File: src/design/ccpt_pkg.sv
package ccpt_pkg;

    // field widths
    localparam int YearW  = 16;
    localparam int MonthW = 4;
    localparam int DayW   = 5;
    localparam int HourW  = 5;
    localparam int MinW   = 6;
    localparam int SecW   = 6;

    // stream widths, whole bytes
    localparam int InDataW  = 48;
    localparam int OutDataW = 64;
    localparam int InUsedW  = 1 + YearW + MonthW + DayW + HourW + MinW + SecW;
    localparam int OutUsedW = YearW + MonthW + DayW + 2 * HourW + 2 * MinW + 2 * SecW;

    // counting limits
    localparam int SecLimit   = 60;
    localparam int MinLimit   = 60;
    localparam int HourLimit  = 24;
    localparam int MonthLimit = 12;

    // reset values
    localparam logic [YearW-1:0]  YearRst  = 16'd2000;
    localparam logic [MonthW-1:0] MonthRst = 4'd1;
    localparam logic [DayW-1:0]   DayRst   = 5'd1;

    // divisibility by 25 on a 16-bit year: y * inv(25) mod 2^16 <= (2^16 - 1) / 25
    localparam logic [YearW-1:0] Inv25    = 16'd23593;
    localparam logic [YearW-1:0] Div25Lim = YearW'(((1 << YearW) - 1) / 25);

    typedef enum logic {
        REQ_TICK = 1'b0,
        REQ_SET  = 1'b1
    } t_req_kind;

    typedef struct packed {
        t_req_kind           kind;
        logic                presence;
        logic [YearW-1:0]    year;
        logic [MonthW-1:0]   month;
        logic [DayW-1:0]     day;
        logic [HourW-1:0]    hour;
        logic [MinW-1:0]     minute;
        logic [SecW-1:0]     second;
    } t_req;

    typedef struct packed {
        logic [YearW-1:0]    year;
        logic [MonthW-1:0]   month;
        logic [DayW-1:0]     day;
        logic [HourW-1:0]    hour;
        logic [MinW-1:0]     minute;
        logic [SecW-1:0]     second;
        logic [HourW-1:0]    study_h;
        logic [MinW-1:0]     study_m;
        logic [SecW-1:0]     study_s;
    } t_cal;

    function automatic logic [DayW-1:0] month_len(input logic [MonthW-1:0] month,
                                                  input logic leap);
        logic [DayW-1:0] len;
        case (month) inside
            4'd4, 4'd6, 4'd9, 4'd11: len = 5'd30;
            4'd2:                    len = leap ? 5'd29 : 5'd28;
            default:                 len = 5'd31;
        endcase
        return len;
    endfunction

endpackage

File: src/design/calendar_clock_with_presence_timer_core.sv
// Calendar clock with a presence-gated study timer. Each input transaction is either a
// one-second tick (tuser = 0) or a request to set the calendar time (tuser = 1); every
// input transaction yields exactly one output transaction carrying the full calendar,
// the study timer and an error flag in tuser that marks a set request with an
// out-of-range field (the clock is then left unchanged). Ticks follow Gregorian month
// lengths and leap years, the year wraps to 0 after 65535, and the study timer is
// cleared at each midnight rollover, counts only ticks with presence set and holds at
// 23:59:59. After reset the clock reads 2000-01-01 00:00:00. Throughput is one
// transaction per clock when the output side is ready: a transaction is held in the
// input register and then leaves through the output register; the combinational
// tick/set logic between the two registers (carry chain plus one 16x16 multiply for
// the leap-year test) sets the clock period.
module calendar_clock_with_presence_timer_core (
    input  logic                          i_clk,
    input  logic                          i_rst_n,
    // input stream
    input  logic                          i_s_tvalid,
    output logic                          o_s_tready,
    // tdata: presence, set_year, set_month, set_day, set_hour, set_minute,
    // set_second, zero pad
    input  logic [ccpt_pkg::InDataW-1:0]  i_s_tdata,
    // tuser: req_type
    input  logic                          i_s_tuser,
    // output stream
    output logic                          o_m_tvalid,
    input  logic                          i_m_tready,
    // tdata: out_year, out_month, out_day, out_hour, out_minute, out_second,
    // out_study_hours, out_study_minutes, out_study_seconds, zero pad
    output logic [ccpt_pkg::OutDataW-1:0] o_m_tdata,
    // tuser: set_error
    output logic                          o_m_tuser
);
    import ccpt_pkg::*;

    // input register
    logic   r_in_valid;
    t_req   r_in;
    t_req   w_req;

    // calendar and study timer state
    t_cal   r_cal;
    t_cal   w_nxt;
    logic   w_err;

    // output register
    logic   r_out_valid;
    logic   n_out_valid;
    t_cal   r_out;
    logic   r_out_err;

    logic   w_in_take;
    logic   w_adv;

    // unpack the input transaction, first field in the lowest bits
    always_comb begin
        w_req.kind     = t_req_kind'(i_s_tuser);
        w_req.presence = i_s_tdata[0];
        {w_req.second, w_req.minute, w_req.hour, w_req.day, w_req.month, w_req.year} =
            i_s_tdata[InUsedW-1:1];
    end

    // the held transaction moves on whenever the output register is free or draining
    assign w_adv      = r_in_valid && (!r_out_valid || i_m_tready);
    assign o_s_tready = !r_in_valid || w_adv;
    assign w_in_take  = i_s_tvalid && o_s_tready;

    always_ff @(posedge i_clk) begin
        if (!i_rst_n) begin
            r_in_valid <= 1'b0;
        end else if (w_in_take) begin
            r_in_valid <= 1'b1;
        end else if (w_adv) begin
            r_in_valid <= 1'b0;
        end
    end

    always_ff @(posedge i_clk) begin
        if (w_in_take) begin
            r_in <= w_req;
        end
    end

    // tick / set logic
    ccpt_step u_step (
        .i_req (r_in),
        .i_cur (r_cal),
        .o_nxt (w_nxt),
        .o_err (w_err)
    );

    always_ff @(posedge i_clk) begin
        if (!i_rst_n) begin
            r_cal.year    <= YearRst;
            r_cal.month   <= MonthRst;
            r_cal.day     <= DayRst;
            r_cal.hour    <= '0;
            r_cal.minute  <= '0;
            r_cal.second  <= '0;
            r_cal.study_h <= '0;
            r_cal.study_m <= '0;
            r_cal.study_s <= '0;
        end else if (w_adv) begin
            r_cal <= w_nxt;
        end
    end

    // output register, loaded together with the state
    always_comb begin
        n_out_valid = r_out_valid;
        if (w_adv) begin
            n_out_valid = 1'b1;
        end else if (i_m_tready) begin
            n_out_valid = 1'b0;
        end
    end

    always_ff @(posedge i_clk) begin
        if (!i_rst_n) begin
            r_out_valid <= 1'b0;
        end else begin
            r_out_valid <= n_out_valid;
        end
    end

    always_ff @(posedge i_clk) begin
        if (w_adv) begin
            r_out     <= w_nxt;
            r_out_err <= w_err;
        end
    end

    assign o_m_tvalid = r_out_valid;
    assign o_m_tuser  = r_out_err;
    assign o_m_tdata  = {(OutDataW-OutUsedW)'(0),
                         r_out.study_s, r_out.study_m, r_out.study_h,
                         r_out.second, r_out.minute, r_out.hour,
                         r_out.day, r_out.month, r_out.year};

endmodule

File: src/design/ccpt_leap.sv
module ccpt_leap (
    input  logic [ccpt_pkg::YearW-1:0] i_year,
    output logic                       o_leap
);
    import ccpt_pkg::*;

    logic [YearW-1:0] w_prod;
    logic             w_div4;
    logic             w_div16;
    logic             w_div25;

    // exact divisibility test by 25 by multiplying with the modular inverse; by 4 and 16 from the low bits
    assign w_prod  = YearW'(i_year * Inv25);
    assign w_div25 = (w_prod <= Div25Lim);
    assign w_div4  = (i_year[1:0] == 2'd0);
    assign w_div16 = (i_year[3:0] == 4'd0);

    // div by 4 and not by 100, or div by 400
    assign o_leap = w_div4 && (!w_div25 || w_div16);

endmodule

File: src/design/ccpt_step.sv
module ccpt_step (
    input  ccpt_pkg::t_req i_req,
    input  ccpt_pkg::t_cal i_cur,
    output ccpt_pkg::t_cal o_nxt,
    output logic           o_err
);
    import ccpt_pkg::*;

    logic [YearW-1:0]  w_leap_year;
    logic              w_leap;

    logic [SecW:0]     w_sec_inc;
    logic [MinW:0]     w_min_inc;
    logic [HourW:0]    w_hour_inc;
    logic [DayW:0]     w_day_inc;
    logic [MonthW:0]   w_mon_inc;
    logic              w_wrap_s;
    logic              w_wrap_m;
    logic              w_wrap_h;
    logic              w_wrap_d;
    logic              w_wrap_mo;

    logic [HourW-1:0]  w_sh;
    logic [MinW-1:0]   w_sm;
    logic [SecW-1:0]   w_ss;
    logic [SecW:0]     w_ss_inc;
    logic [MinW:0]     w_sm_inc;
    logic              w_st_wrap_s;
    logic              w_st_wrap_m;
    logic              w_st_full;

    logic              w_set_ok;
    t_cal              w_tick;

    // one leap unit: set checks the requested year, tick the current one
    assign w_leap_year = (i_req.kind == REQ_SET) ? i_req.year : i_cur.year;

    ccpt_leap u_leap (
        .i_year (w_leap_year),
        .o_leap (w_leap)
    );

    // calendar carry chain
    assign w_sec_inc  = {1'b0, i_cur.second} + (SecW+1)'(1);
    assign w_wrap_s   = (w_sec_inc >= (SecW+1)'(SecLimit));
    assign w_min_inc  = {1'b0, i_cur.minute} + (MinW+1)'(w_wrap_s);
    assign w_wrap_m   = (w_min_inc >= (MinW+1)'(MinLimit));
    assign w_hour_inc = {1'b0, i_cur.hour} + (HourW+1)'(w_wrap_m);
    assign w_wrap_h   = (w_hour_inc >= (HourW+1)'(HourLimit));
    assign w_day_inc  = {1'b0, i_cur.day} + (DayW+1)'(w_wrap_h);
    assign w_wrap_d   = (w_day_inc > {1'b0, month_len(i_cur.month, w_leap)});
    assign w_mon_inc  = {1'b0, i_cur.month} + (MonthW+1)'(w_wrap_d);
    assign w_wrap_mo  = (w_mon_inc > (MonthW+1)'(MonthLimit)) ||
                        (w_mon_inc == '0);

    // study timer, cleared at midnight before counting
    assign w_sh = w_wrap_h ? '0 : i_cur.study_h;
    assign w_sm = w_wrap_h ? '0 : i_cur.study_m;
    assign w_ss = w_wrap_h ? '0 : i_cur.study_s;

    assign w_st_full   = (w_sh >= HourW'(HourLimit - 1)) &&
                         (w_sm >= MinW'(MinLimit - 1)) &&
                         (w_ss >= SecW'(SecLimit - 1));
    assign w_ss_inc    = {1'b0, w_ss} + (SecW+1)'(1);
    assign w_st_wrap_s = (w_ss_inc >= (SecW+1)'(SecLimit));
    assign w_sm_inc    = {1'b0, w_sm} + (MinW+1)'(w_st_wrap_s);
    assign w_st_wrap_m = (w_sm_inc >= (MinW+1)'(MinLimit));

    always_comb begin
        w_tick.second = w_wrap_s ? '0 : w_sec_inc[SecW-1:0];
        w_tick.minute = w_wrap_m ? '0 : w_min_inc[MinW-1:0];
        w_tick.hour   = w_wrap_h ? '0 : w_hour_inc[HourW-1:0];
        w_tick.day    = w_wrap_d ? DayRst : w_day_inc[DayW-1:0];
        w_tick.month  = w_wrap_mo ? MonthRst : w_mon_inc[MonthW-1:0];
        w_tick.year   = i_cur.year + YearW'(w_wrap_mo);
        if (i_req.presence && !w_st_full) begin
            w_tick.study_s = w_st_wrap_s ? '0 : w_ss_inc[SecW-1:0];
            w_tick.study_m = w_st_wrap_m ? '0 : w_sm_inc[MinW-1:0];
            w_tick.study_h = w_sh + HourW'(w_st_wrap_m);
        end else begin
            w_tick.study_s = w_ss;
            w_tick.study_m = w_sm;
            w_tick.study_h = w_sh;
        end
    end

    // range check of a set request
    assign w_set_ok = (i_req.month >= MonthW'(1)) &&
                      (i_req.month <= MonthW'(MonthLimit)) &&
                      (i_req.day >= DayW'(1)) &&
                      (i_req.day <= month_len(i_req.month, w_leap)) &&
                      (i_req.hour < HourW'(HourLimit)) &&
                      (i_req.minute < MinW'(MinLimit)) &&
                      (i_req.second < SecW'(SecLimit));

    always_comb begin
        o_nxt = i_cur;
        o_err = 1'b0;
        case (i_req.kind)
            REQ_TICK: begin
                o_nxt = w_tick;
            end
            REQ_SET: begin
                if (w_set_ok) begin
                    o_nxt.year   = i_req.year;
                    o_nxt.month  = i_req.month;
                    o_nxt.day    = i_req.day;
                    o_nxt.hour   = i_req.hour;
                    o_nxt.minute = i_req.minute;
                    o_nxt.second = i_req.second;
                end else begin
                    o_err = 1'b1;
                end
            end
            default: begin
                o_nxt = i_cur;
            end
        endcase
    end

endmodule

File: config.mk
export PLATFORM = sky130hd
export DESIGN_NAME = calendar_clock_with_presence_timer_core
export DESIGN_NICKNAME = d
export VERILOG_FILES = /design/src/design/ccpt_pkg.sv /design/src/design/calendar_clock_with_presence_timer_core.sv /design/src/design/ccpt_leap.sv /design/src/design/ccpt_step.sv
export SDC_FILE = /design/constraint.sdc
export NUM_CORES = 1
export LEC_CHECK = 0
export BUFFER_PORTS_ARGS = -buffer_cell sky130_fd_sc_hd__clkbuf_2
export CAP_MARGIN = 20
export CORE_MARGIN = 2
export CORE_UTILIZATION = 45
export CTS_CLUSTER_DIAMETER = 150
export DETAILED_ROUTE_END_ITERATION = 10
export HOLD_SLACK_MARGIN = 0.02
export PLACE_DENSITY_LB_ADDON = 0.05
export SYNTH_ARGS = -nofsm -noshare
export SYNTH_HDL_FRONTEND = slang
export SYNTH_SLANG_ARGS = --single-unit
File: constraint.sdc
create_clock -name i_clk -period 13.3 [get_ports i_clk]
set_input_delay 2.66 -clock i_clk [delete_from_list [all_inputs] [get_ports i_clk]]
set_output_delay 2.66 -clock i_clk [all_outputs]
set_load 0.005 [all_outputs]
==> flow_metrics.py <==
metrics = {
    "route": {
        "num_vias": 7901,
        "drc": 0,
        "drt_wl_total_um": 24600,
        "wire_per_inst_um": 17.8,
        "firstDrtPassIters": 5,
        "drtAntennaViolNets": 0,
        "drtIter0Drc": 445,
        "via_per_inst": 5.74,
    },
    "cts": {
        "root_buffer": "clkbuf_16",
        "cts.sinks": 165,
        "post_cts_resized": 0,
        "clk_pin_slew_worst_paths_ns": 0.07,
        "cts_tree": "built",
        "clockBufferDepth": 2,
        "post_cts_buffers": 0,
        "clk_latency_ns": 0.43,
        "numCtsBuffers": 17,
        "htreeDepth": 4,
        "ctsHoldBuffers": 0,
    },
    "sta": {
        "fmax_ghz": 0.0993,
        "worstMarginPinSlew_ns": 1.07,
        "fin_skew_ns": 0.00983,
        "finalCritPeriodShare_pct": 75.7,
        "holdWs_ns": 0.496,
        "layout_setup_ws_ns": 3.23,
        "slew_viol_final": 0,
        "final_hold_viol_count": 0,
        "slew-limit-headroom_pct": 28.4,
        "rsz0062_at_grt": "false",
        "finalCriticalPeriod_ns": 10.07,
        "finalSetupTns_ns": 0,
        "setup_viol": 0,
    },
    "logic_synthesis": {
        "synth_seq_area_share_pct": 43.2,
        "ys_top_cells_by_area": "edfxtp_1 (31%), dfxtp_1 (12%), ha_1 (10%), fa_1 (3.6%), o21ai_0 (3.2%)",
        "syn_area_per_cell_sq_um": 10.1,
        "synth_adder_area_share_pct": 13.8,
        "muxShareOfSynthArea_pct": 2.46,
        "yosys.area.top_type": "edfxtp_1",
        "synth-async-reset-ratio_pct": 0,
        "synth_top_family_by_area": "compound AO/OA/AOI/OAI gates",
        "synth_edf_count": 104,
        "syn_area_sq_um": 10100,
        "yosysUniqueCellTypes": 76,
        "synth-simple-area-share_pct": 14.7,
        "synth-compound-area-share_pct": 19.0,
        "yosysTopAreaCellShare_pct": 31.0,
        "ys.warnings.count": 0,
        "synthCells": 993,
        "synth_flop_cell": "edfxtp_1",
        "ys_seq_elements": 165,
        "synth-xor-area-share_pct": 1.88,
    },
    "placement": {
        "pre_cts_slack_ns": 3.31,
        "dp_hpwl_um": 17200,
        "io_buffers": 109,
        "gp_congestion": 0.856,
    },
    "die": {
        "start_util_pct": 46.0,
        "design.die.area_sq_um": 23600,
        "num_rows": 54,
        "pin_count": 120,
        "coreArea_sq_um": 21900,
        "die_w_um": 154,
        "dieHeight_um": 154,
    },
    "grt": {
        "grt_pass1_wl_um": 39300,
        "grt_pass1_vias": 7398,
        "antenna_found_initial": 0,
        "grt.total_usage_pct": 20.9,
        "grt_max_degree": 70,
        "grt.overflow.total": 0,
    },
    "setup_path": {
        "required_ns": 13.62,
        "r2r_start": "r_in[43]$_DFFE_PP_",
        "crit_slowest_cell": "a2111oi_0",
        "worst_path_most_repeated_cell": "ha_1",
        "r2r_cells": 36,
        "reg2reg_to": "r_cal[53]$_SDFFE_PN1P_",
        "r2r_slack_ns": 3.23,
        "path_class": "reg -> reg",
        "arrival_ns": 10.39,
        "cpPeakStageDelay_ns": 0.67,
        "endpoint_kind": "register",
        "crit_fanout": 31,
        "cp-start-kind": "register",
    },
    "layout": {
        "layout_commonest_cell": "clkbuf_2",
        "diodes": 0,
        "fillers": 2000,
        "multi_input_area_sq_um": 5250,
        "layout.nets": 1236,
        "layout_common_cells": "clkbuf_2 (109), edfxtp_1 (104), ha_1 (82)",
        "ff_latch_area_sq_um": 4340,
        "drive_gt1_share_pct": 16.3,
        "areaGrowthSynthToFinish_pct": 13.9,
    },
    "min_path": {
        "holdPathEnd": "r_cal[43]$_SDFFE_PN0P_",
        "min-delay-start": "r_cal[43]$_SDFFE_PN0P_",
        "min_path_cells": 2,
        "holdCritPathClass": "reg -> reg",
    },
    "pwr": {
        "power_density_nw_per_um2": 137,
        "power_leakage_nw": 4.90,
        "power.total_w": 0.00157,
        "irDropWorstVdd_mv": 0.0791,
    },
    "run": {
        "drv_cap": 0,
    },
    "status": {
        "outcome": "finished, final reports clean",
    },
}
state kept, by name, indices dropped and copies added (netlist names):
name and flops:
o_m_tdata 59, r_cal 59, r_in 44, o_m_tuser 1, o_m_tvalid 1, r_in_valid 1
cell type report:
type | count | area share [%]
multi-input cells | 710 | 45.8
inverters | 69 | 2.29
repair buffers | 120 | 5.48
well taps | 280 | 3.06
clock buffers | 24 | 4.49
clock inverters | 8 | 0.972
flip-flops and latches | 165 | 37.9
worst max-delay path: cells and delay by family, from the launching register on:
| kind | cells | cell delay (ns) |
|---|---|---|
| flip-flops | 1 | 0.45 |
| buffers and inverters | 3 | 0.58 |
| multiplexers | 1 | 0.24 |
| AND/OR/NAND/NOR | 10 | 1.76 |
| adder cells (fa/ha/maj) | 12 | 4.03 |
| AO/OA/AOI/OAI | 10 | 2.87 |
synthesized netlist by cell type (8+ instances only):
master,number
dfxtp_1,61
o21a_1,8
o22ai_1,9
a31oi_1,14
o31ai_1,8
nand2b_1,21
nor2_1,50
o211a_1,18
xnor2_1,11
o211ai_1,12
edfxtp_1,104
fa_1,18
clkbuf_1,39
mux2i_1,18
and3_1,18
inv_1,65
ha_1,82
a221o_1,12
nor3b_1,10
nor3_1,17
nand2_1,75
o21ai_0,64
xor2_1,8
nor2b_1,9
nand3_1,36
nand4_1,11
and2_1,17
a21oi_1,53
power breakdown:
part / switching (W) / internal (W) / total [W]
Sequential: 0.0000217 / 0.000575 / 0.000597
Combinational: 0.000250 / 0.000198 / 0.000447
Clock: 0.000210 / 0.000312 / 0.000522
Total: 0.000481 / 0.00108 / 0.00157
cell families (layout without fill, tap and decap cells):
group | after synthesis | after routing
XOR/XNOR | 20 | 20
adder cells (fa/ha/maj) | 100 | 100
flip-flops | 165 | 165
buffers and inverters | 122 | 221
AO/OA/AOI/OAI | 271 | 271
multiplexers | 24 | 24
AND/OR/NAND/NOR | 290 | 290
other | 1 | 5
per-stage QoR:
stage	area [sq um]	std cells	util (%)
after floorplan	10100	997	-
after global placement	10800	1344	49.5
after detailed placement	10800	1344	49.5
after CTS	11500	1376	52.3
after global routing	11500	1376	52.3
final	11500	1376	52.3
how the worst max path moves through the flow:
stage / start / end / slack (ns) / cells after the start
6_report: r_in[43]$_DFFE_PP_ / r_cal[53]$_SDFFE_PN1P_ / 3.23 / 36
3_3_place_gp: r_in[43]$_DFFE_PP_ / r_cal[53]$_SDFFE_PN1P_ / 3.49 / 36
2_1_floorplan: r_in[43]$_DFFE_PP_ / r_cal[53]$_SDFFE_PN1P_ / 4.17 / 37
5_1_grt: r_in[43]$_DFFE_PP_ / r_cal[53]$_SDFFE_PN1P_ / 2.39 / 36
4_1_cts: r_in[43]$_DFFE_PP_ / r_cal[53]$_SDFFE_PN1P_ / 3.29 / 36
3_5_place_dp: r_in[43]$_DFFE_PP_ / r_cal[53]$_SDFFE_PN1P_ / 3.31 / 36
routing by layer:
layer,vias up,GRT usage (%),part of all wire (%)
met5,-,0,0
met3,25,3.49,4.3
met2,193,33.6,47
met1,3805,29.2,47
li1,3878,-,-
met4,0,6.20,1.8
Power figures use the tool's default switching activity.
